[config.mk]
export PLATFORM = sky130hd
export DESIGN_NAME = radiogatun32_hash
export DESIGN_NICKNAME = d
export VERILOG_FILES = /design/src/hw/rtl/rg32_pkg.sv /design/src/hw/rtl/rg32_front.sv /design/src/hw/rtl/rg32_back.sv /design/src/hw/rtl/radiogatun32_hash.sv
export SDC_FILE = /design/constraint.sdc
export NUM_CORES = 2
export LEC_CHECK = 0
export BUFFER_PORTS_ARGS = -buffer_cell sky130_fd_sc_hd__buf_2
export CORE_ASPECT_RATIO = 1.25
export CORE_MARGIN = 2
export CORE_UTILIZATION = 51
export DETAILED_ROUTE_END_ITERATION = 8
export GPL_ROUTABILITY_DRIVEN = 0
export PLACE_DENSITY = 0.68
export SLEW_MARGIN = 20
export SYNTH_ARGS = -nofsm -noshare
export SYNTH_HDL_FRONTEND = slang
export SYNTH_HIERARCHICAL = 1
export SYNTH_SLANG_ARGS = --single-unit
[constraint.sdc]
create_clock -name i_clk -period 5.5 [get_ports i_clk]
set_input_delay 0.55 -clock i_clk [delete_from_list [all_inputs] [get_ports i_clk]]
set_output_delay 0.55 -clock i_clk [all_outputs]
set_load 0.02 [all_outputs]
[src/hw/rtl/rg32_pkg.sv]
`timescale 1ns / 1ps
// ----------------------------------------------------------------------------
// rg32_pkg
// shared types, constants and the belt-mill round function
// ----------------------------------------------------------------------------
package rg32_pkg;

    localparam int MILL_LEN  = 19;
    localparam int BELT_COLS = 13;
    localparam int BELT_ROWS = 3;

    // absorbed words land in mill[MILL_ABS_BASE + slot]
    localparam logic [4:0] MILL_ABS_BASE = 5'd16;
    localparam logic [1:0] SLOT_LAST     = 2'd2;
    localparam logic [4:0] BLANK_LAST    = 5'd16;
    localparam logic [6:0] OUT_WORDS_RST = 7'd8;
    localparam logic [6:0] OUT_WORDS_MAX = 7'd64;

    typedef logic [MILL_LEN-1:0][31:0]                   t_mill;
    typedef logic [BELT_ROWS-1:0][BELT_COLS-1:0][31:0]   t_belt;

    typedef struct packed {
        t_mill mill;
        t_belt belt;
    } t_bm;

    typedef enum logic [1:0] {
        OP_ABSORB     = 2'd0,
        OP_FINAL_FULL = 2'd1,
        OP_FINAL_PART = 2'd2
    } t_op;

    typedef struct packed {
        t_op         op;
        logic [31:0] word;
    } t_item;

    function automatic t_bm rg32_round(input t_mill m_in, input t_belt b_in);
        t_belt                 b;
        t_mill                 t;
        t_mill                 m;
        logic [31:0]           x;
        logic [BELT_ROWS-1:0][31:0] carry;
        int                    rot;
        int                    y;
        t_bm                   res;
        b = b_in;
        // feedforward from mill
        for (int i = 0; i < 12; i++) begin
            b[i % BELT_ROWS][i] = b[i % BELT_ROWS][i] ^ m_in[i + 1];
        end
        // rotate each row by one column
        for (int r = 0; r < BELT_ROWS; r++) begin
            carry[r] = b[r][BELT_COLS-1];
            for (int c = BELT_COLS - 1; c > 0; c--) begin
                b[r][c] = b[r][c-1];
            end
            b[r][0] = carry[r];
        end
        // gamma, pi, rho
        rot = 0;
        for (int i = 0; i < MILL_LEN; i++) begin
            y    = (i * 7) % MILL_LEN;
            x    = m_in[y] ^ (m_in[(y + 1) % MILL_LEN] | ~m_in[(y + 2) % MILL_LEN]);
            rot  = (rot + i) % 32;
            t[i] = (x >> rot) | (x << ((32 - rot) % 32));
        end
        // theta
        for (int i = 0; i < MILL_LEN; i++) begin
            m[i] = t[i] ^ t[(i + 1) % MILL_LEN] ^ t[(i + 4) % MILL_LEN];
        end
        // belt to mill, iota
        for (int r = 0; r < BELT_ROWS; r++) begin
            m[13 + r] = m[13 + r] ^ carry[r];
        end
        m[0] = m[0] ^ 32'd1;
        res.mill = m;
        res.belt = b;
        return res;
    endfunction

endpackage

[src/hw/rtl/rg32_front.sv]
`timescale 1ns / 1ps
// ----------------------------------------------------------------------------
// rg32_front
// accepts message words, works out the padded final word, queues operations
// ----------------------------------------------------------------------------
module rg32_front (
    input  logic           i_clk,
    input  logic           i_rst_n,
    input  logic           s_axis_tvalid,
    output logic           s_axis_tready,
    input  logic [39:0]    s_axis_tdata,   // data_word[31:0], byte_count[34:32], zero
    input  logic           s_axis_tlast,
    output rg32_pkg::t_item o_item,
    output logic           o_item_valid,
    input  logic           i_item_pop
);
    import rg32_pkg::*;

    t_item       r_q [2];
    logic        r_wptr, r_rptr;
    logic [1:0]  r_count;
    t_item       w_item;
    logic        w_push, w_pop;
    logic [31:0] w_data;
    logic [2:0]  w_cnt;

    assign w_data = s_axis_tdata[31:0];
    assign w_cnt  = s_axis_tdata[34:32];

    always_comb begin
        w_item.op   = OP_ABSORB;
        w_item.word = w_data;
        if (s_axis_tlast) begin
            if (w_cnt inside {[3'd4:3'd7]}) begin
                w_item.op = OP_FINAL_FULL;
            end else begin
                w_item.op = OP_FINAL_PART;
                case (w_cnt)
                    3'd0:    w_item.word = 32'h0000_0001;
                    3'd1:    w_item.word = {23'd0, 1'b1, w_data[7:0]};
                    3'd2:    w_item.word = {15'd0, 1'b1, w_data[15:0]};
                    3'd3:    w_item.word = {7'd0, 1'b1, w_data[23:0]};
                    default: w_item.word = w_data;
                endcase
            end
        end
    end

    assign s_axis_tready = (r_count != 2'd2);
    assign w_push        = s_axis_tvalid && s_axis_tready;
    assign o_item_valid  = (r_count != 2'd0);
    assign w_pop         = o_item_valid && i_item_pop;
    assign o_item        = r_q[r_rptr];

    always_ff @(posedge i_clk) begin
        if (w_push) begin
            r_q[r_wptr] <= w_item;
        end
    end

    always_ff @(posedge i_clk) begin
        if (!i_rst_n) begin
            r_wptr  <= 1'b0;
            r_rptr  <= 1'b0;
            r_count <= 2'd0;
        end else begin
            if (w_push) begin
                r_wptr <= ~r_wptr;
            end
            if (w_pop) begin
                r_rptr <= ~r_rptr;
            end
            case ({w_push, w_pop})
                2'b10:   r_count <= r_count + 2'd1;
                2'b01:   r_count <= r_count - 2'd1;
                default: r_count <= r_count;
            endcase
        end
    end

endmodule

[src/hw/rtl/rg32_back.sv]
`timescale 1ns / 1ps
// ----------------------------------------------------------------------------
// rg32_back
// belt-mill state, round sequencer and digest output register
// ----------------------------------------------------------------------------
module rg32_back (
    input  logic            i_clk,
    input  logic            i_rst_n,
    input  rg32_pkg::t_item i_item,
    input  logic            i_item_valid,
    output logic            o_item_pop,
    input  logic [5:0]      i_last_idx,
    output logic            m_axis_tvalid,
    input  logic            m_axis_tready,
    output logic [39:0]     m_axis_tdata,   // digest_word[31:0], word_index[37:32], zero
    output logic            m_axis_tlast
);
    import rg32_pkg::*;

    typedef enum logic [4:0] {
        S_IDLE  = 5'b00001,
        S_ROUND = 5'b00010,
        S_PAD   = 5'b00100,
        S_BLANK = 5'b01000,
        S_OUT   = 5'b10000
    } t_state;

    t_state      r_state, n_state;
    t_mill       r_mill, n_mill;
    t_belt       r_belt, n_belt;
    logic [1:0]  r_slot, n_slot;
    logic        r_pad_pend, n_pad_pend;
    logic        r_half, n_half;
    logic [4:0]  r_cnt, n_cnt;
    logic [5:0]  r_idx, n_idx;
    logic        r_out_valid, n_out_valid;
    logic [31:0] r_out_word, n_out_word;
    logic [5:0]  r_out_idx, n_out_idx;
    logic        r_out_last, n_out_last;
    t_bm         w_rnd;
    logic        w_load;
    logic        w_load_last;

    assign w_rnd       = rg32_round(r_mill, r_belt);
    assign w_load      = (r_state == S_OUT) && (!r_out_valid || m_axis_tready);
    assign w_load_last = w_load && (r_idx == i_last_idx);
    assign o_item_pop  = (r_state == S_IDLE) && i_item_valid;

    always_comb begin
        logic [1:0] s_next;
        n_state     = r_state;
        n_mill      = r_mill;
        n_belt      = r_belt;
        n_slot      = r_slot;
        n_pad_pend  = r_pad_pend;
        n_half      = r_half;
        n_cnt       = r_cnt;
        n_idx       = r_idx;
        n_out_valid = r_out_valid && !m_axis_tready;
        n_out_word  = r_out_word;
        n_out_idx   = r_out_idx;
        n_out_last  = r_out_last;
        s_next      = r_slot + 2'd1;
        case (r_state)
            S_IDLE: begin
                if (i_item_valid) begin
                    n_belt[r_slot][0] = r_belt[r_slot][0] ^ i_item.word;
                    n_mill[MILL_ABS_BASE + 5'(r_slot)] =
                        r_mill[MILL_ABS_BASE + 5'(r_slot)] ^ i_item.word;
                    n_cnt = 5'd0;
                    case (i_item.op)
                        OP_ABSORB: begin
                            if (r_slot == SLOT_LAST) begin
                                n_slot     = 2'd0;
                                n_pad_pend = 1'b0;
                                n_state    = S_ROUND;
                            end else begin
                                n_slot = s_next;
                            end
                        end
                        OP_FINAL_FULL: begin
                            if (r_slot == SLOT_LAST) begin
                                n_slot     = 2'd0;
                                n_pad_pend = 1'b1;
                                n_state    = S_ROUND;
                            end else begin
                                // pad byte goes straight into the next slot
                                n_belt[s_next][0] = r_belt[s_next][0] ^ 32'd1;
                                n_mill[MILL_ABS_BASE + 5'(s_next)] =
                                    r_mill[MILL_ABS_BASE + 5'(s_next)] ^ 32'd1;
                                n_state = S_BLANK;
                            end
                        end
                        default: begin
                            n_state = S_BLANK;
                        end
                    endcase
                end
            end
            S_ROUND: begin
                n_mill  = w_rnd.mill;
                n_belt  = w_rnd.belt;
                n_state = r_pad_pend ? S_PAD : S_IDLE;
            end
            S_PAD: begin
                n_belt[r_slot][0] = r_belt[r_slot][0] ^ 32'd1;
                n_mill[MILL_ABS_BASE + 5'(r_slot)] =
                    r_mill[MILL_ABS_BASE + 5'(r_slot)] ^ 32'd1;
                n_cnt   = 5'd0;
                n_state = S_BLANK;
            end
            S_BLANK: begin
                n_mill = w_rnd.mill;
                n_belt = w_rnd.belt;
                if (r_cnt == BLANK_LAST) begin
                    n_half  = 1'b0;
                    n_idx   = 6'd0;
                    n_state = S_OUT;
                end else begin
                    n_cnt = r_cnt + 5'd1;
                end
            end
            S_OUT: begin
                if (w_load) begin
                    n_out_valid = 1'b1;
                    n_out_idx   = r_idx;
                    n_out_last  = w_load_last;
                    if (!r_half) begin
                        n_mill     = w_rnd.mill;
                        n_belt     = w_rnd.belt;
                        n_out_word = w_rnd.mill[1];
                    end else begin
                        n_out_word = r_mill[2];
                    end
                    n_half = ~r_half;
                    n_idx  = r_idx + 6'd1;
                    if (w_load_last) begin
                        // digest done: back to a blank state
                        n_mill     = '0;
                        n_belt     = '0;
                        n_slot     = 2'd0;
                        n_half     = 1'b0;
                        n_pad_pend = 1'b0;
                        n_idx      = 6'd0;
                        n_state    = S_IDLE;
                    end
                end
            end
            default: begin
                n_state = S_IDLE;
            end
        endcase
    end

    always_ff @(posedge i_clk) begin
        if (!i_rst_n) begin
            r_state     <= S_IDLE;
            r_mill      <= '0;
            r_belt      <= '0;
            r_slot      <= 2'd0;
            r_pad_pend  <= 1'b0;
            r_half      <= 1'b0;
            r_cnt       <= 5'd0;
            r_idx       <= 6'd0;
            r_out_valid <= 1'b0;
        end else begin
            r_state     <= n_state;
            r_mill      <= n_mill;
            r_belt      <= n_belt;
            r_slot      <= n_slot;
            r_pad_pend  <= n_pad_pend;
            r_half      <= n_half;
            r_cnt       <= n_cnt;
            r_idx       <= n_idx;
            r_out_valid <= n_out_valid;
        end
    end

    always_ff @(posedge i_clk) begin
        r_out_word <= n_out_word;
        r_out_idx  <= n_out_idx;
        r_out_last <= n_out_last;
    end

    assign m_axis_tvalid = r_out_valid;
    assign m_axis_tdata  = {2'd0, r_out_idx, r_out_word};
    assign m_axis_tlast  = r_out_last;

    a_pop_idle: assert property (@(posedge i_clk) disable iff (!i_rst_n)
        o_item_pop |-> (r_state == S_IDLE))
        else $error("queue popped outside idle");

    a_slot_range: assert property (@(posedge i_clk) disable iff (!i_rst_n)
        r_slot != 2'd3)
        else $error("word slot out of range");

    a_blank_cnt: assert property (@(posedge i_clk) disable iff (!i_rst_n)
        (r_state == S_BLANK) |-> (r_cnt <= BLANK_LAST))
        else $error("blank round count overrun");

    a_last_clears: assert property (@(posedge i_clk) disable iff (!i_rst_n)
        w_load_last |=> (r_state == S_IDLE) && (r_slot == 2'd0) && !r_half)
        else $error("state not cleared after final digest word");

    a_load_free: assert property (@(posedge i_clk) disable iff (!i_rst_n)
        w_load |-> (!r_out_valid || m_axis_tready))
        else $error("output register overwritten");

endmodule

[src/hw/rtl/radiogatun32_hash.sv]
`timescale 1ns / 1ps
// ----------------------------------------------------------------------------
// radiogatun32_hash
// radiogatun[32] hash engine with streaming input, digest output and a
// digest length register
// ----------------------------------------------------------------------------
//
//  channel   direction  signals                         word contents
//  s_axis    in         tvalid tready tdata[39:0] tlast data_word, byte_count
//  m_axis    out        tvalid tready tdata[39:0] tlast digest_word, word_index
//  cfg       in         valid ready data[6:0]           output_words
//
// back end: a message word is absorbed in the idle state; one that
//   closes a group of three then runs the belt-mill round in its own state
// the final word is padded (a round first if a full word closes a group),
//   then 17 rounds run, then one digest word per cycle while the sink keeps up
// the front queue holds two words, so input is taken while the back end runs
//   rounds or waits on the sink; s_axis_tready drops only when it is full
// reset (synchronous, active low) clears mill, belt and control; output_words
//   returns to 8; no clearing pass
// cfg is always ready; write it only while the engine is idle
//
module radiogatun32_hash (
    input  logic        i_clk,
    input  logic        i_rst_n,
    input  logic        s_axis_tvalid,
    output logic        s_axis_tready,
    input  logic [39:0] s_axis_tdata,   // data_word[31:0], byte_count[34:32], zero
    input  logic        s_axis_tlast,   // last
    output logic        m_axis_tvalid,
    input  logic        m_axis_tready,
    output logic [39:0] m_axis_tdata,   // digest_word[31:0], word_index[37:32], zero
    output logic        m_axis_tlast,   // final_word
    input  logic        i_cfg_valid,
    output logic        o_cfg_ready,
    input  logic [6:0]  i_cfg_data      // output_words
);
    import rg32_pkg::*;

    logic [6:0] r_out_words;
    logic [5:0] w_last_idx;
    t_item      w_item;
    logic       w_item_valid;
    logic       w_item_pop;

    // digest length register
    assign o_cfg_ready = 1'b1;

    always_ff @(posedge i_clk) begin
        if (!i_rst_n) begin
            r_out_words <= OUT_WORDS_RST;
        end else if (i_cfg_valid && o_cfg_ready) begin
            r_out_words <= i_cfg_data;
        end
    end

    // index of the last digest word: zero counts as one, above 64 as 64
    always_comb begin
        if (r_out_words == 7'd0) begin
            w_last_idx = 6'd0;
        end else if (r_out_words > OUT_WORDS_MAX) begin
            w_last_idx = 6'd63;
        end else begin
            w_last_idx = 6'(r_out_words - 7'd1);
        end
    end

    // front: classify and pad, two-entry queue
    rg32_front u_front (
        .i_clk         (i_clk),
        .i_rst_n       (i_rst_n),
        .s_axis_tvalid (s_axis_tvalid),
        .s_axis_tready (s_axis_tready),
        .s_axis_tdata  (s_axis_tdata),
        .s_axis_tlast  (s_axis_tlast),
        .o_item        (w_item),
        .o_item_valid  (w_item_valid),
        .i_item_pop    (w_item_pop)
    );

    // back: absorb, rounds, squeeze
    rg32_back u_back (
        .i_clk         (i_clk),
        .i_rst_n       (i_rst_n),
        .i_item        (w_item),
        .i_item_valid  (w_item_valid),
        .o_item_pop    (w_item_pop),
        .i_last_idx    (w_last_idx),
        .m_axis_tvalid (m_axis_tvalid),
        .m_axis_tready (m_axis_tready),
        .m_axis_tdata  (m_axis_tdata),
        .m_axis_tlast  (m_axis_tlast)
    );

endmodule

; ---- Word level (Yosys, flattened, before mapping)
; Memories as Yosys holds them, arrays and structs flattened. A register that Yosys moved wholly into a read port is not among the register bits.
; Index checks and enable logic that the tools add are counted.
; W data, S select, Z words.
[totals]
mem_bits_rw = 68
elab_cells = 370
mem_bits_ro = 0
latch_bits = 0
register_bits = 1927
memories = 1
[classes]
order_cmp = 11
eq_ne = 24
addsub = 8
mux = 84
div = 0
n_mul = 0
n_reduce_logical = 31
n_shift = 0
bitwise = 139
[mem_list]
columns = memory, words, word_bits, read_ports, rd_clocked_by_memory_dff, wr, line
row1 = u_front.r_q, 2, 34, 1, 1, 1, rg32_front.sv:19  ; t_item r_q [2];
[op_table]
columns = op, count
row1 = $mux W1248, 6
row2 = $pmux W1248 S4, 1
row3 = $bwmux W1248, 3
row4 = $mux W608, 6
row5 = $pmux W608 S4, 1
row6 = $xor A32 B32 Y32, 74
row7 = $bwmux W608, 3
row8 = $bmux W416 S2, 2
row9 = $demux W416 S2, 2
row10 = $or A32 B32 Y32, 20
row11 = $not A32 Y32, 19
row12 = $bmux W32 S5, 2
row13 = $demux W32 S5, 2
row14 = $mux W32, 10
row15 = $pmux W32 S4, 1
row16 = $mux W5, 7
row17 = $mux W34, 1
row18 = $or A11 B32 Y32, 1
row19 = $or A17 B32 Y32, 1
row20 = $or A18 B32 Y32, 1
row21 = $or A19 B32 Y32, 1
row22 = $or A21 B32 Y32, 1
row23 = $or A22 B32 Y32, 1
row24 = $or A23 B32 Y32, 1
row25 = 65 further kinds, 130

; ---- Logic depth before layout (Yosys ltp)
[depth]
depth_word = 11
mapped_depth = 16
depth_no_buf = 12

; ---- Modules after synthesis
; The synthesis kept the hierarchy.
[by_module_without_submodules]
columns = mod, instances, seq_area_each_um2, area_per_inst_um2, cells_each
row1 = rg32_back, 1, 38747.2, 97080.6, 9963
row2 = rg32_front, 1, 2142.1, 2947.8, 172
row3 = radiogatun32_hash, 1, 140.1, 503.0, 58

; ---- Worst setup path before layout
; No wires, ideal clock.
[synth_timing]
kind = reg-to-reg
from = register u_back.r_slot[0]
to = register u_back/r_belt[843] in the netlist's numbering
period_less_slack_ns = 3.825
path_buffers = 6
arrival_time_ns = 3.693
required_ns = 5.368
stages_incl_launch_ff = 15
slack_ns = 1.675
setup_ns = 0.132
path_cell_list = dfxtp_1 buf_2 buf_1 clkinv_1 clkbuf_1 ha_1 clkbuf_1 clkbuf_1 clkbuf_1 mux2i_1 o22ai_1 a22o_1 a21oi_1 a2bb2oi_1 a21oi_1
[synth_via]
elab_chain_cells = 10
elab_cells_between_ends = 24
cone_classes = add/sub (1) / order compare (4) / eq/ne (1) / mux (15) / bitwise (1) / reduce/logical (2)
[synth_rtl]
columns = item, line
row1 = from (decl), rg32_back.sv:31  ; logic [1:0] r_slot, n_slot;
row2 = from (signal assigned), rg32_back.sv:170  ; r_slot <= n_slot;
row3 = $add A2 B1 Y2 (tied with other cells), rg32_back.sv:63  ; s_next = r_slot + 2'd1;
row4 = $lt A2 B3 Y1 (implied by the code) (tied with other cells), rg32_back.sv:88  ; n_belt[s_next][0] = r_belt[s_next][0] ^ 32'd1;
row5 = $logic_and A1 B1 Y1 (implied by the code) / $mux W32 (equally long branches), "rg32_back.sv:88, rg32_back.sv:67, rg32_back.sv:106"
row6 = $mux W32 (implied by the code) / $demux W416 S2 (equally long branches), --
row7 = $demux W416 S2 / $bwmux W1248 (equally long branches), --
row8 = $bwmux W1248, rg32_back.sv:88
row9 = $mux W1248, rg32_back.sv:82  ; if (r_slot == SLOT_LAST) begin
row10 = $mux W1248, rg32_back.sv:71  ; case (i_item.op)
row11 = $mux W1248, rg32_back.sv:66  ; if (i_item_valid) begin
row12 = $pmux W1248 S4 *, rg32_back.sv:64  ; case (r_state)
row13 = to (signal assigned), rg32_back.sv:169  ; r_belt <= n_belt;
row14 = to (decl), rg32_back.sv:30  ; t_belt r_belt, n_belt;
; Mark *: on every way between the ends. The rest lies on a longest branch, timed or not. The select of a mux whose other input is x is not followed.
; A chain may end at the register's enable or synchronous reset.

==> impl_metrics.json <==
{
  "outcome": "finished with violations",
  "violations": "design-rule violations",
  "antenna_found_initial": 19,
  "grt_start_max_net_pins": 201,
  "cpPeakStageDelay_ns": 0.72,
  "ys_types": 73,
  "boundaryPins": 97,
  "fin_setup_tns_ns": 0,
  "drc": 14,
  "layout_worst_path_cycle_share": 0.871,
  "area_growth_syn_to_layout_pct": 10.5,
  "synth-edff-count": 107,
  "hold_class": "in -> reg",
  "hold_viol_final": 0,
  "yosys_warnings": 6,
  "synth.yosys.seq_area_share": 0.408,
  "grt_pass1_vias": 75385,
  "worst_slack_ns": 0.710,
  "core_sq_mm": 0.196,
  "final_cells": 12668,
  "postSynthAreaPerCell_sq_um": 9.86,
  "power_per_cell_area_mw_per_mm2": 575,
  "place_ws_ns": 0.781,
  "drive_above_1_share": 0.0922,
  "clock_sinks": 1996,
  "drt_wl_total_um": 407000,
  "first_pass_iters": 9,
  "arrival_ns": 5.62,
  "drtIter0Drc": 13405,
  "synth_async_sr_flop_share": 0,
  "slew_violations": 0,
  "worstSetupPathType": "reg -> reg",
  "mostFrequentLayoutCells": "1885 x dfxtp_1, 1733 x xnor2_1, 1309 x a22o_1",
  "dieArea_sq_mm": 0.201,
  "die_w_um": 401,
  "hpwlAfterDp_um": 280000,
  "cts_inserted_buffers": 192,
  "initial_core_util": 0.512,
  "max_cap_viol_count": 0,
  "cts-htree-levels": 4,
  "max_freq_mhz": 209,
  "rsz0062_at_grt": "no",
  "final-setup-viol-count": 0,
  "yosys_most_used_dff": "dfxtp_1",
  "max_slew_margin": 0.0671,
  "io_buffers": 88,
  "antenna_left": 0,
  "crit_chain": "inv_1 -> ha_1 -> nor3b_2 -> nand2_2 -> maj3_2 -> xor2_1 -> nor4_4 -> a21oi_1 -> buf_4 -> or4_4 -> buf_12 -> and2_4 -> buf_12 -> buf_4 -> a22o_1",
  "grt_usage": 0.393,
  "cts_resized": 0,
  "p_total_uw": 63800,
  "final_common_cell": "dfxtp_1",
  "cts_tree": "yes",
  "period_needed_ns": 4.79,
  "vias": 83467,
  "ir_worst_vdd_v": 0.000792,
  "worstSkewPairLatency_ns": 0.91,
  "dp_cells": 12249,
  "routedWlPerCell_um": 32.2,
  "reg2reg_setup_slack_ns": 0.71,
  "finClkSkew_ns": 0.0669,
  "cts_root_buffer": "clkbuf_16",
  "required_ns": 6.33,
  "ys_ff_latch": 1996,
  "cp-end-kind": "flop",
  "synth_area_sq_mm": 0.101,
  "layout.nets": 9976,
  "postLayoutCoreUtil": 0.566,
  "dieHeight_um": 500,
  "worstMarginPinSlew_ns": 1.39,
  "critPathMaxFanout": 113,
  "num_rows": 182,
  "clkSlewWorstSetupHoldPaths_ns": 0.06,
  "via_per_inst": 6.59,
  "grt_remaining_overflow": 0,
  "clock_path_buffers": 3,
  "grt_pass1_wl_um": 568000,
  "critical_path.slowest_cell": "and2_4",
  "p_leak_uw": 0.0412,
  "netlist_instances": 10193,
  "start_kind": "flop"
}
==> power by group <==
part / leakage, uW / switching (uW) / internal [uW]
Combinational: 0.0217 / 19300 / 11500
Clock: 0.00330 / 6210 / 8000
Sequential: 0.0163 / 2720 / 16100
==> through the flow <==
stage | hold WS, ns | instance area [sq um]
2_1_floorplan | 0.441 | 101000
3_3_place_gp | 0.448 | 103000
3_5_place_dp | 0.452 | 103000
4_1_cts | 0.00992 | 110000
5_1_grt | 0.0279 | 111000
6_report | 0.0150 | 111000
==> synth_stat cells, types with 107 or more instances <==
cell	n	area (sq um)
dfxtp_1	1889	37800
xnor2_1	1839	16100
a22o_1	1309	11500
nor2b_1	992	6210
clkbuf_1	584	2190
xor2_1	551	4830
a21oi_1	506	2530
a22oi_1	396	2970
o21ai_0	383	1920
nor2_1	223	837
nand2_1	205	769
mux2_2	140	1580
a31oi_1	131	820
a211oi_1	126	946
buf_2	111	556
edfxtp_1	107	3210
==> cell families after synthesis <==
family / Yosys count / share of synthesized area
AOI/OAI and AO/OA: 3185 / 0.234
xor gates and xnor gates: 2390 / 0.208
DFF: 1996 / 0.408
and+or+nand+nor: 1570 / 0.0882
buffers and inverters: 830 / 0.0379
muxes: 207 / 0.0224
adders and majority gates: 13 / 0.00161
other: 2 / 0.0000747
==> critical path, delay by kind of cell (launching register included) <==
kind | cells | cell delay (ns)
buffers and inverters | 5 | 1.76
and+or+nand+nor | 5 | 1.40
adders and majority gates | 2 | 0.52
AOI/OAI and AO/OA | 2 | 0.40
DFF | 1 | 0.33
xor gates and xnor gates | 1 | 0.22
==> final cells by class <==
type                       instances  area (sq um)
antenna                           18          45.0
clock buffer                     264          5530
clock inverter                    93          1260
fill                           16902         85200
inverter                          12          45.0
multi-input combinational       7368         56900
sequential                      1996         41000
tap                             2576          3220
timing repair buffer             341          3040
==> worst paths after layout <==
| path | to | start | cells after the start |
|---|---|---|---|
| worst max register to register | flop | r_out_words[0] | 15 |
| worst min-delay path | u_front/r_q[0][1] | s_axis_tdata[1] | 2 |
| worst max-delay path | flop | r_out_words[0] | 15 |
| worst min register to register | flop | flop | 1 |
==> what timing repair did <==
| action | in CTS | in global routing |
|---|---|---|
| endpoints found under the hold margin | 55 | 0 |
| hold buffers | 32 | 0 |
| setup buffers | 0 | 0 |
==> routing by layer <==
metal,vias up,global-route usage,wire length (um)
li1,35535,-,-
met1,40300,0.459,141000
met5,-,0.00553,414
met4,18,0.366,46900
met2,5901,0.552,164000
met3,1713,0.149,55300
Power figures use the tool's default switching activity.
